--- src/hw/rtl/ens_pkg.sv ---
// shared types and constants for the edge non-maximum suppression block
`timescale 1ns / 1ps

package ens_pkg;

  // default sizes
  localparam int DefMaxWidth     = 1024;
  localparam int DefStrengthBits = 16;

  // fixed field widths
  localparam int ImgWidthW = 11;
  localparam int ThrW      = 16;
  localparam int CfgDataW  = 16;
  localparam int CfgIdxW   = 2;
  localparam int DirW      = 3;
  localparam int RowW      = 12;
  localparam int ColOutW   = 10;

  localparam logic [RowW-1:0] RowMax = RowW'(4095);

  // register indexes
  localparam logic [CfgIdxW-1:0] RegImageWidth    = 2'd0;
  localparam logic [CfgIdxW-1:0] RegLowThreshold  = 2'd1;
  localparam logic [CfgIdxW-1:0] RegHighThreshold = 2'd2;

  // register reset values
  localparam logic [ImgWidthW-1:0] ImgWidthReset = ImgWidthW'(640);
  localparam logic [ThrW-1:0]      LowThrReset   = ThrW'(256);
  localparam logic [ThrW-1:0]      HighThrReset  = ThrW'(1024);

  // direction axes, low two bits of the direction code
  localparam logic [1:0] DirHoriz = 2'd0;
  localparam logic [1:0] DirDiag  = 2'd1;
  localparam logic [1:0] DirVert  = 2'd2;
  localparam logic [1:0] DirAnti  = 2'd3;

  // output queue
  localparam int QDepth = 4;
  localparam int QPtrW  = 2;
  localparam int QCntW  = 3;

  typedef enum logic [1:0] {
    ClsNone   = 2'd0,
    ClsWeak   = 2'd1,
    ClsStrong = 2'd2
  } edge_class_e;

  typedef struct packed {
    logic [ImgWidthW-1:0] img_width;
    logic [ThrW-1:0]      low_thr;
    logic [ThrW-1:0]      high_thr;
  } cfg_t;

  // raster position of the centre pixel and whether it is emitted
  typedef struct packed {
    logic               emit;
    logic [RowW-1:0]    row;
    logic [ColOutW-1:0] col;
  } pos_t;

  typedef struct packed {
    edge_class_e        cls;
    logic [RowW-1:0]    row;
    logic [ColOutW-1:0] col;
  } res_t;

endpackage

--- src/hw/rtl/ens_outq.sv ---
// result queue in front of the output channel
`timescale 1ns / 1ps

module ens_outq (
  input  logic                       clk_i,
  input  logic                       rst_ni,
  input  logic                       push_i,
  input  ens_pkg::res_t              push_data_i,
  input  logic                       pop_i,
  output logic                       valid_o,
  output ens_pkg::res_t              head_o,
  output logic [ens_pkg::QCntW-1:0]  count_o
);
  import ens_pkg::*;

  res_t             entry_mem [QDepth];
  logic [QPtrW-1:0] wr_ptr_q, rd_ptr_q;
  logic [QCntW-1:0] count_q, count_d;
  logic             pop;

  assign pop = pop_i & (count_q != '0);

  always_ff @(posedge clk_i) begin
    if (push_i) begin
      entry_mem[wr_ptr_q] <= push_data_i;
    end
  end

  always_comb begin
    count_d = count_q;
    if (push_i && !pop) count_d = count_q + QCntW'(1);
    else if (!push_i && pop) count_d = count_q - QCntW'(1);
  end

  always_ff @(posedge clk_i or negedge rst_ni) begin
    if (!rst_ni) begin
      wr_ptr_q <= '0;
      rd_ptr_q <= '0;
      count_q  <= '0;
    end else begin
      if (push_i) wr_ptr_q <= wr_ptr_q + QPtrW'(1);
      if (pop) rd_ptr_q <= rd_ptr_q + QPtrW'(1);
      count_q <= count_d;
    end
  end

  assign valid_o = (count_q != '0);
  assign head_o  = entry_mem[rd_ptr_q];
  assign count_o = count_q;

endmodule

--- config.mk ---
export PLATFORM = sky130hd
export DESIGN_NAME = ens_outq
export DESIGN_NICKNAME = d
export VERILOG_FILES = /design/src/hw/rtl/ens_pkg.sv /design/src/hw/rtl/ens_outq.sv
export SDC_FILE = /design/constraint.sdc
export NUM_CORES = 1
export LEC_CHECK = 0
export BUFFER_PORTS_ARGS = -buffer_cell sky130_fd_sc_hd__buf_2
export CAP_MARGIN = 20
export CORE_MARGIN = 4
export CORE_UTILIZATION = 50
export DETAILED_ROUTE_END_ITERATION = 10
export MAX_ROUTING_LAYER = met4
export PLACE_DENSITY = 0.68
export SLEW_MARGIN = 5
export SYNTH_ARGS = -nofsm -noshare
export SYNTH_HDL_FRONTEND = slang
export SYNTH_SLANG_ARGS = --single-unit
--- constraint.sdc ---
create_clock -name clk_i -period 2.3 [get_ports clk_i]
set_input_delay 0 -clock clk_i [delete_from_list [all_inputs] [get_ports clk_i]]
set_output_delay 0 -clock clk_i [all_outputs]
set_load 0.005 [all_outputs]
==> key figures <==
Route
  – Routed Antenna Nets: 0
  – Detailed Routing Iterations Pass 1: 4
  – Overall routed net length: 6.57 mm
  – Starting DRT DRC Count: 105
  – Average vias per placed instance: 5.21
  – DR WL/cell: 18.3 µm
  – DRC Markers: 0
  – Total number of vias: 1871

Synth
  – Synthesized cell area: 3900 µm²
  – Top-area cell type share of the netlist area: 74.0%
  – Synthesized instance count: 159
  – Area leader, netlist: edfxtp_1
  – Synth top area cells: edfxtp_1, mux4_2, dfrtp_1
  – Post-synth top flop: edfxtp_1
  – Synthesis Warnings: 0
  – EDFF count, synth: 96
  – Net count after synthesis: 193
  – Most common library cells after synthesis: edfxtp_1, mux4_2, dfrtp_1, mux4_1, ha_1
  – Sequential fraction of the synthesis area: 78.5%
  – Avg Inst Size Synth: 24.5 µm²
  – Synth Register Bits: 103
  – Most common cell in the netlist: edfxtp_1
  – Distinct cell type count after synthesis: 19
  – Asr flop ratio synth: 6.80%

Power
  – Maximum vdd ir drop: 0.630 mV
  – Pwr Density: 1140 nW/µm²
  – Leakage: 1.74 nW

CTS
  – Total CTS buffers: 9
  – CTS max path bufs: 2
  – Clk_lat worst skew: 0.35 ns
  – Clock sinks: 103
  – Setup bufs post-CTS: 0
  – CTS tree: done
  – Clock slew at reported path FFs: 0.10 ns
  – Root buffer cell: clkbuf_8
  – H-tree levels: 3

GRT
  – GR Overflow Total: 0
  – Vias in the first global route: 1970
  – All-Layer GR Usage: 16.1%
  – Largest net degree at the start of global routing: 19
  – Antenna violations before repair: 0
  – First-pass GRT wire length: 10.3 mm

Place
  – PortBufs: 55
  – DP Wirelength: 4.29 mm
  – Placer congestion estimate: 0.794

Timing
  – Max-slew headroom: 64.9%
  – Unrepaired setup endpoints after global routing: no
  – Fin Setup TNS: 0 ns
  – Share of the clock period used by the worst path: 93.8%
  – Fmax: 0.463 GHz
  – Worst slew pin tran: 0.526 ns
  – Final hold violations: 0
  – Fin. max-slew vios: 0
  – Worst hold slack: 0.386 ns
  – Final worst path period need: 2.16 ns
  – Setup Viol. Count Final: 0
  – Final Skew: 0.00660 ns

Critical path
  – R2R Setup Slk: 0.14 ns
  – CP Max Fanout: 4
  – CP startpoint: count_o[0]
  – Crit path max-delay cell type: dfrtp_2
  – Worst EP arrival: 2.44 ns
  – WS Path Type: flop to flop
  – CP endpoint: count_o[2]
  – Reg2reg start: count_o[0]
  – Worst stage delay on the critical path: 0.45 ns
  – CP dominant cell by count: xor2_1
  – WP data required: 2.58 ns
  – Worst flop-to-flop path endpoint: count_o[2]
  – Setup crit start kind: flop
  – Critical path cell sequence: or3_1, nand2_1, ha_2, inv_1, fa_1, xor2_1, nor2_1, xor2_1
  – Reg2Reg Depth: 8
  – Worst setup EP type: flop

Cells and area
  – Final Util: 65.3%
  – Synthesis-to-layout area growth: 24.2%
  – Number of inserted diodes: 0
  – Layout cells sized above 1: 38.8%
  – Nets: 289

Floorplan
  – Core Area: 7410 µm²
  – Die W: 96.3 µm
  – Die Height: 96.3 µm
  – Initial core utilization: 52.6%
  – Ports: 56
  – Die area: 9270 µm²
  – Num rows: 31

Outcome
  – Outcome: completed

Worst hold path
  – Hold Startpoint: push_data_i[10]
  – HP Class: input port to flop

Flow run
  – Max-cap check violation count: 0
==> cell families (layout without fill, tap and decap cells) <==
| kind of cell | after synthesis | count (layout) | synth area share [%] |
|---|---|---|---|
| compound gates | 1 | 1 | 0.128 |
| xor+xnor | 6 | 6 | 1.35 |
| fa+ha+maj | 6 | 6 | 2.12 |
| buf+inv | 9 | 110 | 1.99 |
| flops | 103 | 103 | 78.5 |
| mux | 25 | 25 | 14.7 |
| simple gates | 9 | 9 | 1.22 |
==> placed cells by master, fill, tap and decap left out <==
| master | instances |
|---|---|
| ha_1 | 4 |
| inv_6 | 2 |
| mux4_2 | 18 |
| fa_1 | 1 |
| bufinv_16 | 2 |
| inv_1 | 3 |
| xnor2_1 | 3 |
| inv_8 | 1 |
| ha_2 | 1 |
| buf_4 | 5 |
| nand2_1 | 2 |
| buf_12 | 3 |
| mux4_1 | 6 |
| mux2_2 | 1 |
| clkbuf_8 | 9 |
| buf_2 | 55 |
| edfxtp_1 | 96 |
| xor2_1 | 3 |
| dlygate4sd3_1 | 28 |
| o21ai_0 | 1 |
| nand3_1 | 1 |
| nor2_1 | 1 |
| or3_1 | 1 |
| dfrtp_2 | 2 |
| dfrtp_1 | 5 |
| clkinv_4 | 1 |
| and2_1 | 4 |
| clkinv_2 | 1 |
==> report_power, final <==
part / switching (W) / leakage (nW) / internal [W] / total (W)
Clock: 0.000620 / 0.116 / 0.000629 / 0.00125
Sequential: 0.000217 / 0.962 / 0.00246 / 0.00268
Combinational: 0.000700 / 0.667 / 0.000878 / 0.00158
Total: 0.00154 / 1.74 / 0.00397 / 0.00551
==> cell type report <==
cell class	count	area [µm²]
clock buffers	9	124
multi-input cells	47	764
clock inverters	7	103
inverters	3	11.3
repair buffers	91	653
fillers	500	2570
well taps	99	124
flip-flops and latches	103	3060
==> registers in the layout, summed over array words and instances (netlist names) <==
| signal | flops |
|---|---|
| wr_ptr_q | 2 |
| count_o | 3 |
| entry_mem | 96 |
| rd_ptr_q | 2 |
==> what timing repair did <==
action,in CTS,in global routing
endpoints found under the hold margin,107,0
resized for setup,0,2
hold buffers,28,0
setup endpoints to repair,0,1
==> per-layer routing <==
| layer | wire length (µm) | vias up | global-route usage, % |
|---|---|---|---|
| met5 | 0 | - | - |
| met4 | 39 | 0 | 4.56 |
| met3 | 400 | 4 | 4.53 |
| met2 | 3420 | 62 | 25.8 |
| met1 | 2710 | 956 | 20.4 |
| li1 | - | 849 | - |
==> through the flow <==
step | instance area (µm²) | std cells | setup slack [ns] | power [W]
2_1_floorplan | 3900 | 159 | 0.291 | 0.00368
3_3_place_gp | 4330 | 315 | 0.298 | 0.00421
3_5_place_dp | 4330 | 315 | 0.118 | 0.00430
4_1_cts | 4840 | 359 | 0.109 | 0.00557
5_1_grt | 4840 | 359 | 0.00498 | 0.00581
6_report | 4840 | 359 | 0.142 | 0.00551
==> worst max-delay path, delay by kind of cell, from the launching register on <==
kind	cells	cell delay, ns
simple gates	3	0.68
buf+inv	1	0.05
xor+xnor	2	0.31
fa+ha+maj	2	0.59
flops	1	0.45
==> worst min path at each step <==
stage	endpoint	cells past startpoint	slack [ns]
2_1_floorplan	count_o[0]	0	-0.30
3_3_place_gp	count_o[0]	1	-0.16
3_5_place_dp	count_o[1]	1	-0.15
4_1_cts	entry_mem[2][5]	2	0.37
5_1_grt	entry_mem[2][23]	2	0.38
6_report	entry_mem[0][10]	2	0.39
No activity file was read; power rests on OpenSTA's default activity.
