$ cat config.mk
export PLATFORM = sky130hd
export DESIGN_NAME = ens_front
export DESIGN_NICKNAME = d
export VERILOG_FILES = /design/src/hw/rtl/ens_pkg.sv /design/src/hw/rtl/ens_front.sv
export SDC_FILE = /design/constraint.sdc
export NUM_CORES = 1
export LEC_CHECK = 0
export BUFFER_PORTS_ARGS = -buffer_cell sky130_fd_sc_hd__buf_2
export CAP_MARGIN = 0
export CORE_UTILIZATION = 50
export DETAILED_ROUTE_END_ITERATION = 6
export GPL_TIMING_DRIVEN = 0
export PLACE_DENSITY = 0.88
export SYNTH_ARGS = -nofsm -noshare
export SYNTH_HDL_FRONTEND = slang
export SYNTH_SLANG_ARGS = --single-unit
$ cat constraint.sdc
create_clock -name clk_i -period 3.9 [get_ports clk_i]
set_clock_uncertainty 0.15 [all_clocks]
set_input_delay 0.585 -clock clk_i [delete_from_list [all_inputs] [get_ports clk_i]]
set_output_delay 0.585 -clock clk_i [all_outputs]
set_load 0.1 [all_outputs]
$ cat src/hw/rtl/ens_pkg.sv
// shared types and constants for the edge non-maximum suppression block
`timescale 1ns / 1ps

package ens_pkg;

  // default sizes
  localparam int DefMaxWidth     = 1024;
  localparam int DefStrengthBits = 16;

  // fixed field widths
  localparam int ImgWidthW = 11;
  localparam int ThrW      = 16;
  localparam int CfgDataW  = 16;
  localparam int CfgIdxW   = 2;
  localparam int DirW      = 3;
  localparam int RowW      = 12;
  localparam int ColOutW   = 10;

  localparam logic [RowW-1:0] RowMax = RowW'(4095);

  // register indexes
  localparam logic [CfgIdxW-1:0] RegImageWidth    = 2'd0;
  localparam logic [CfgIdxW-1:0] RegLowThreshold  = 2'd1;
  localparam logic [CfgIdxW-1:0] RegHighThreshold = 2'd2;

  // register reset values
  localparam logic [ImgWidthW-1:0] ImgWidthReset = ImgWidthW'(640);
  localparam logic [ThrW-1:0]      LowThrReset   = ThrW'(256);
  localparam logic [ThrW-1:0]      HighThrReset  = ThrW'(1024);

  // direction axes, low two bits of the direction code
  localparam logic [1:0] DirHoriz = 2'd0;
  localparam logic [1:0] DirDiag  = 2'd1;
  localparam logic [1:0] DirVert  = 2'd2;
  localparam logic [1:0] DirAnti  = 2'd3;

  // output queue
  localparam int QDepth = 4;
  localparam int QPtrW  = 2;
  localparam int QCntW  = 3;

  typedef enum logic [1:0] {
    ClsNone   = 2'd0,
    ClsWeak   = 2'd1,
    ClsStrong = 2'd2
  } edge_class_e;

  typedef struct packed {
    logic [ImgWidthW-1:0] img_width;
    logic [ThrW-1:0]      low_thr;
    logic [ThrW-1:0]      high_thr;
  } cfg_t;

  // raster position of the centre pixel and whether it is emitted
  typedef struct packed {
    logic               emit;
    logic [RowW-1:0]    row;
    logic [ColOutW-1:0] col;
  } pos_t;

  typedef struct packed {
    edge_class_e        cls;
    logic [RowW-1:0]    row;
    logic [ColOutW-1:0] col;
  } res_t;

endpackage

$ cat src/hw/rtl/ens_front.sv
// raster position tracking, line store addressing and emission decision
`timescale 1ns / 1ps

module ens_front #(
  parameter int MAX_WIDTH = ens_pkg::DefMaxWidth
) (
  input  logic                              clk_i,
  input  logic                              rst_ni,
  input  logic                              acc_i,
  input  logic                              frame_start_i,
  input  logic [ens_pkg::ImgWidthW-1:0]     img_width_i,
  output logic [$clog2(MAX_WIDTH)-1:0]      addr_o,
  output ens_pkg::pos_t                     pos_o
);
  import ens_pkg::*;

  localparam int CW    = $clog2(MAX_WIDTH);
  localparam int MW    = $clog2(MAX_WIDTH + 1);
  localparam int EW    = (ImgWidthW > MW) ? ImgWidthW : MW;
  localparam int ColXW = (CW > ColOutW) ? CW : ColOutW;

  logic [CW-1:0]   col_q, col_d;
  logic [RowW-1:0] row_q, row_d;
  logic [CW-1:0]   col;
  logic [RowW-1:0] row;
  logic [EW-1:0]   width, col_x;
  logic [ColXW-1:0] col_out;
  logic            wrap;

  // clamp the programmed width to the supported range
  always_comb begin
    width = EW'(img_width_i);
    if (width < EW'(3)) width = EW'(3);
    if (width > EW'(MAX_WIDTH)) width = EW'(MAX_WIDTH);
  end

  assign col   = frame_start_i ? '0 : col_q;
  assign row   = frame_start_i ? '0 : row_q;
  assign col_x = EW'(col);
  assign wrap  = (col_x + EW'(1)) >= width;

  assign col_out = ColXW'(col) - ColXW'(1);

  assign addr_o     = col;
  assign pos_o.emit = (row >= RowW'(2)) && (col_x >= EW'(2)) && (col_x <= width - EW'(1));
  assign pos_o.row  = row - RowW'(1);
  assign pos_o.col  = col_out[ColOutW-1:0];

  always_comb begin
    col_d = col_q;
    row_d = row_q;
    if (acc_i) begin
      if (wrap) begin
        col_d = '0;
        row_d = (row == RowMax) ? row : row + RowW'(1);
      end else begin
        col_d = col + CW'(1);
        row_d = row;
      end
    end
  end

  always_ff @(posedge clk_i or negedge rst_ni) begin
    if (!rst_ni) begin
      col_q <= '0;
      row_q <= '0;
    end else begin
      col_q <= col_d;
      row_q <= row_d;
    end
  end

endmodule

==> run metrics, run 1 <==
initial core utilization 52.0%; sequential cell area fraction in the yosys report 20.6%; hold slack final 0.122 ns; Arrival @ worst endpoint 3.54 ns; library cells used by synthesis 60; failing checks setup timing; Overflow after GRT 0; Total GRT Usage between 30% and 40%; Post-Syn Nets 401; global placer's final weighted congestion 0.910; Synth area leader dfrtp_1; crit-path cells buf_8, or3_4, nor4_4, buf_6, o21ai_4, ha_4, buf_6, o21ai_2, nand2b_1, o221ai_2, ha_1, nand4_1, o32ai_2, a31o_2, a2111oi_4, nor3_4, buf_12; number of synthesized register bits 22; Largest stage delay, worst path a little over 0.4 ns; final setup vio count 1; via/cell ratio approximately 6.4; VDD IR-drop max between 200 and 300 uV; Post-DP HPWL 5.85 mm; final net count 462; Least-Margin Pin Slew roughly 0.9 ns; Core Area 5140 um^2; post-route ant nets 0; sequential cell area ~550 um^2; endpoints failing hold 0; DRT iter0 DRCs 536; Yosys top cell area share between 20% and 30%; Area Overhead vs Synth 32.1%; kind of critical path in -> out; Crit Path Max Fanout 4; Max stage delay cell, worst path or3_4; count leader, synth nor2_1; buffer and inverter count on the worst path 4; worst hold path class in -> async; Synth Instances 358; Pwr Total 0.00114 W; first-pass GRT wire length 14.0 mm; LEAKAGE 1.50 nW; Die W 75.1 um; I/O pins 48; worst rel slew slack 38.9%; Avg Cell Area, Syn 7.47 um^2; largest net degree at the start of global routing 23; min Tclk post-route 4.28 ns; max_cap viols 0; Worst EP required 3.16 ns; Post-route DRC 0; clk buf depth 2; Max Clk Rate 234 MHz; Worst Setup Start Kind input pin; clk_lat worst skew between 0.2 and 0.3 ns; Critical Path End Type output pin; Multi-input gate area 2290 um^2; fraction of layout cells with a size suffix above 1 31.1%; leading register cell type out of synthesis dfrtp_1; CTS H-Tree Depth 1; die footprint 5650 um^2; hold_buf cts 0; Power Dens Cells 324 nW/um^2; Final WS setup -0.377 ns; initial antenna violation count 0; Area contributors post-synth dfrtp_1 (21%), ha_1 (13%), nor2_1 (5.9%); Async S/R FF share, synth 100%; PortBufs 45; # rows 26; dpl ws -1.13 ns; family with the most delay on the worst path simple AND/OR/NAND/NOR gates; drt pass-1 iters 5; total clock sinks 22; Slew Limit Fails 0; filler cell count about 400; via count 3,138; Num CTS Buffers 3; yosys warns 0; Clock transition at path regs 0.08 ns; CP dominant cell by count buf_6; final WL 8.87 mm; synth cell count leaders nor2_1 (42), ha_1 (28), inv_1 (26), o21ai_0 (26), nand2_1 (24); RSZ-0062 raised after global routing yes; Final Cycle Share 110%; die height 75.1 um; Netlist Area Pre-Place roughly 2700 um^2; Layout Utilization 68.8%; WL per Instance 18.2 um; ant diodes 0; number of global-route vias before repair 2,857; CTS root buf clkbuf_8; CTS tree done; number of synthesized flops with an enable pin 0; status complete, but fails checks
[sequential cells by signal (all words and copies together), names as in the netlist]
name,cells
row_q,12
col_q,10
[metrics by stage]
| step | TNS [ns] | std cells | area (um^2) |
|---|---|---|---|
| floorplan | -2.28 | 358 | 2900 |
| global placement | -1.19 | 473 | 3210 |
| detailed placement | -1.55 | 473 | 3210 |
| CTS | -0.219 | 488 | 3520 |
| global route | -0.513 | 488 | 3530 |
| finish | -0.377 | 488 | 3530 |
[per-layer routing]
metal	vias up	GRT usage [%]	part of all wire, %
met4	0	10.5	3.3
li1	1409	-	-
met2	229	48.2	47
met3	55	5.49	10
met1	1445	47.2	40
met5	-	0	0
[cell families (layout without fill, tap and decap cells)]
kind of cell,Yosys count,after routing,synth area share [%]
XOR/XNOR,20,20,6.55
adder cells (fa/ha/maj),28,28,13.1
multiplexers,3,3,1.12
flip-flops,22,22,20.6
buffers and inverters,44,104,6.64
AND/OR/NAND/NOR,156,156,30.5
AO/OA/AOI/OAI,85,85,21.5
[area by class of cell]
type | count | area share [%]
Timing Repair Buffer | 56 | 9.98
Clock buffer | 4 | 1.56
Sequential cell | 22 | 15.6
Multi-Input combinational cell | 292 | 64.8
Buffer | 18 | 2.58
Tap cell | 70 | 2.48
Inverter | 26 | 3.04
[placed cells by master (no fill, tap or decap), types with 13 or more instances in the layout]
| cell type | synthesis | routed |
|---|---|---|
| nor2_1 | 42 | 35 |
| nand2b_1 | 15 | 13 |
| buf_2 | 7 | 47 |
| nand3_1 | 21 | 13 |
| o21ai_1 | 2 | 13 |
| inv_1 | 26 | 23 |
| dfrtp_1 | 22 | 22 |
| a21oi_1 | 15 | 14 |
| ha_1 | 28 | 24 |
| nand2_1 | 24 | 22 |
| nor3_1 | 14 | 13 |
[what timing repair did]
action	4_1_cts	5_1_grt
pin swaps	17	0
endpoints found under the setup margin	1	3
buffers inserted	11	0
resized for setup	33	3
[power by group]
group          leakage [nW]  switching [W]  internal [W]
sequential            0.301      0.0000199      0.000240
clock                0.0288      0.0000740     0.0000900
combinational          1.17       0.000558      0.000162
[final timing paths]
path | start | to | slack (ns) | cells after the start
setup / recovery | img_width_i[3] | pos_o[22] | -0.38 | 17
max in group asynchronous | rst_ni | row_q[7] | 3.13 | 1
setup reg to reg | col_q[3] | row_q[3] | 0.32 | 11
hold / removal | rst_ni | row_q[4] | 0.12 | 1
min in group clk_i | col_q[8] | col_q[8] | 0.39 | 1
hold reg to reg | col_q[8] | col_q[8] | 0.39 | 1
(Power assumes the default switching activity.)
==> inputs of run 2 (changes only) <==
--- a/config.mk
+++ b/config.mk
@@ -5,12 +5,12 @@
 export SDC_FILE = /design/constraint.sdc
 export NUM_CORES = 1
 export LEC_CHECK = 0
-export BUFFER_PORTS_ARGS = -buffer_cell sky130_fd_sc_hd__buf_2
 export CAP_MARGIN = 0
 export CORE_UTILIZATION = 50
 export DETAILED_ROUTE_END_ITERATION = 6
+export DONT_BUFFER_PORTS = 1
 export GPL_TIMING_DRIVEN = 0
-export PLACE_DENSITY = 0.88
+export PLACE_DENSITY = 0.8
 export SYNTH_ARGS = -nofsm -noshare
 export SYNTH_HDL_FRONTEND = slang
 export SYNTH_SLANG_ARGS = --single-unit
==> run metrics, run 2 (same netlist as run 1, synthesis figures left out) <==
status complete, but fails checks; failing checks setup timing; Post-DP HPWL 5.99 mm (+2.4%); die height 75.1 um (unchanged); Slew Limit Fails 0 (unchanged); max_cap viols 0 (unchanged); largest net degree at the start of global routing 23 (unchanged); via count 3,234 (+3.1%); filler cell count 357 (-10%); met2 WL 4.88 mm (+18%); total clock sinks 22 (unchanged); final net count 439 (-5.0%); Regs by FF count row_q: 12 flops, col_q: 10 flops; Die W 75.1 um (unchanged); Post-route DRC 0 (unchanged); dpl ws -0.885 ns (+0.243 ns); LEAKAGE 1.52 nW (+1.1%); I/O pins 48 (unchanged); # rows 26 (unchanged); fraction of layout cells with a size suffix above 1 34.3% (+3.2 points); final setup vio count 23 (+22); Critical Path End Type output pin; WL per Instance 22.1 um (+22%); worst rel slew slack 8.74% (-30 points); max layer used met4; RSZ-0062 raised after global routing yes; number of global-route vias before repair 2,858 (+0.035%); Final WS setup -0.580 ns (-0.203 ns); clk buf depth 2 (unchanged); Area Overhead vs Synth 41.0%; Max Clk Rate 223 MHz (-4.5%); Inst Count DP 428 (-9.5%); ant diodes 0 (unchanged); Num CTS Buffers 3 (unchanged); most frequent cells in the layout nor2_1 (33), inv_1 (23), nand2_1 (22), ha_1 (22), dfrtp_1 (22); Arrival @ worst endpoint 3.75 ns (+0.21 ns); max FFs per register 12 (unchanged); Clock transition at path regs 0.08 ns (about the same); CTS tree done; worst hold path class reg -> reg; Power Dens Cells 301 nW/um^2 (-7.1%); CTS root buf clkbuf_8; post-route ant nets 0 (unchanged); Core Area 5140 um^2 (unchanged); Post-Layout Cell Count 464 (-4.9%); kind of critical path in -> out; DRT iter0 DRCs 492 (-8.2%); Total GRT Usage 33.3% (+1.1 points); die footprint 5650 um^2 (unchanged); min Tclk post-route 4.48 ns (+0.203 ns); total negative setup slack -7.28 ns (-6.90 ns); global placer's final weighted congestion 0.851 (-6.4%); Final Cycle Share 115% (+5.2 points); drt pass-1 iters 7 (+2); CTS H-Tree Depth 1 (unchanged); WL met3 1.05 mm (+18%); PortBufs 0 (-100%); initial antenna violation count 0 (unchanged); Met1 Routed Length 3.76 mm (+6.2%); reg2reg setup slack -0.37 ns (-0.69 ns); Worst Setup Start Kind input pin; Crit Path Max Fanout 6 (+2); Worst EP required 3.16 ns (about the same); Overflow after GRT 0 (unchanged); largest reg by FF count row_q; Layout Utilization 73.4% (+4.6 points); clk_lat worst skew 0.27 ns (about the same); endpoints failing hold 0 (unchanged); final WL 10.3 mm (+16%); VDD IR-drop max 275 uV (-4.3%); Least-Margin Pin Slew 1.36 ns (+0.457 ns); via/cell ratio 6.97 (+8.4%); most common cell after layout, fill and taps aside nor2_1; initial core utilization 52.0% (unchanged); first-pass GRT wire length 14.0 mm (about the same)
## run 2: path summary, 6_finish.rpt
path,startpoint,endpoint,depth (start not counted)
setup / recovery,img_width_i[2],pos_o[22],14
hold / removal,col_q[5],col_q[5],1
setup reg to reg,col_q[0],row_q[2],16
hold reg to reg,col_q[5],col_q[5],1
max in group asynchronous,rst_ni,col_q[6],1
min in group asynchronous,rst_ni,row_q[3],1
## run 2: what timing repair did
action,CTS,global route
setup buffers,25,8
hold buffers,1,0
resized for setup,47,35
hold endpoints to repair,22,0
gates cloned,0,0
pin swaps,31,16
setup endpoints to repair,25,24
## run 2: report_power, final
| part | internal [W] | total, W | switching, W |
|---|---|---|---|
| Sequential | 0.000240 | 0.000261 | 0.0000201 |
| Clock | 0.0000692 | 0.000148 | 0.0000785 |
| Combinational | 0.000159 | 0.000726 | 0.000567 |
## run 2: layer usage
layer | GRT usage [%] | up-vias
met5 | 0 | -
met4 | 14.2 | 0
met3 | 7.10 | 70
met2 | 54.1 | 249
met1 | 43.1 | 1555
li1 | - | 1360
## run 2: worst max-delay path, stage by stage
cell and delay, ns:
or3_4 0.40, nor4_4 0.22, buf_6 0.18, buf_6 0.12
nand2_1 0.04, nand2_1 0.16, nand2_1 0.12, o221ai_1 0.26
ha_1 0.24, nand4_1 0.13, o32ai_2 0.23, a31o_2 0.17
nor2_2 0.05, nor3_4 0.82
## run 2: final cells by class
class                   instances  area (um^2)  area share [%]
clock buffers                   3         41.3            1.09
flip-flops and latches         22          551            14.6
inverters                      26          108            2.85
repair buffers                 34          315            8.36
plain buffers                  17         93.8            2.49
well taps                      70         87.6            2.32
multi-input cells             292         2570            68.3
## run 2: through the flow
step / hold slack [ns] / area [um^2] / total power (W)
after floorplan: 0.139 / 2900 / 0.000821
final: 0.425 / 3770 / 0.00113
after detailed placement: 0.140 / 3020 / 0.000889
after global routing: 0.443 / 3770 / 0.00117
after CTS: 0.385 / 3540 / 0.00109
after global placement: 0.140 / 2990 / 0.000869
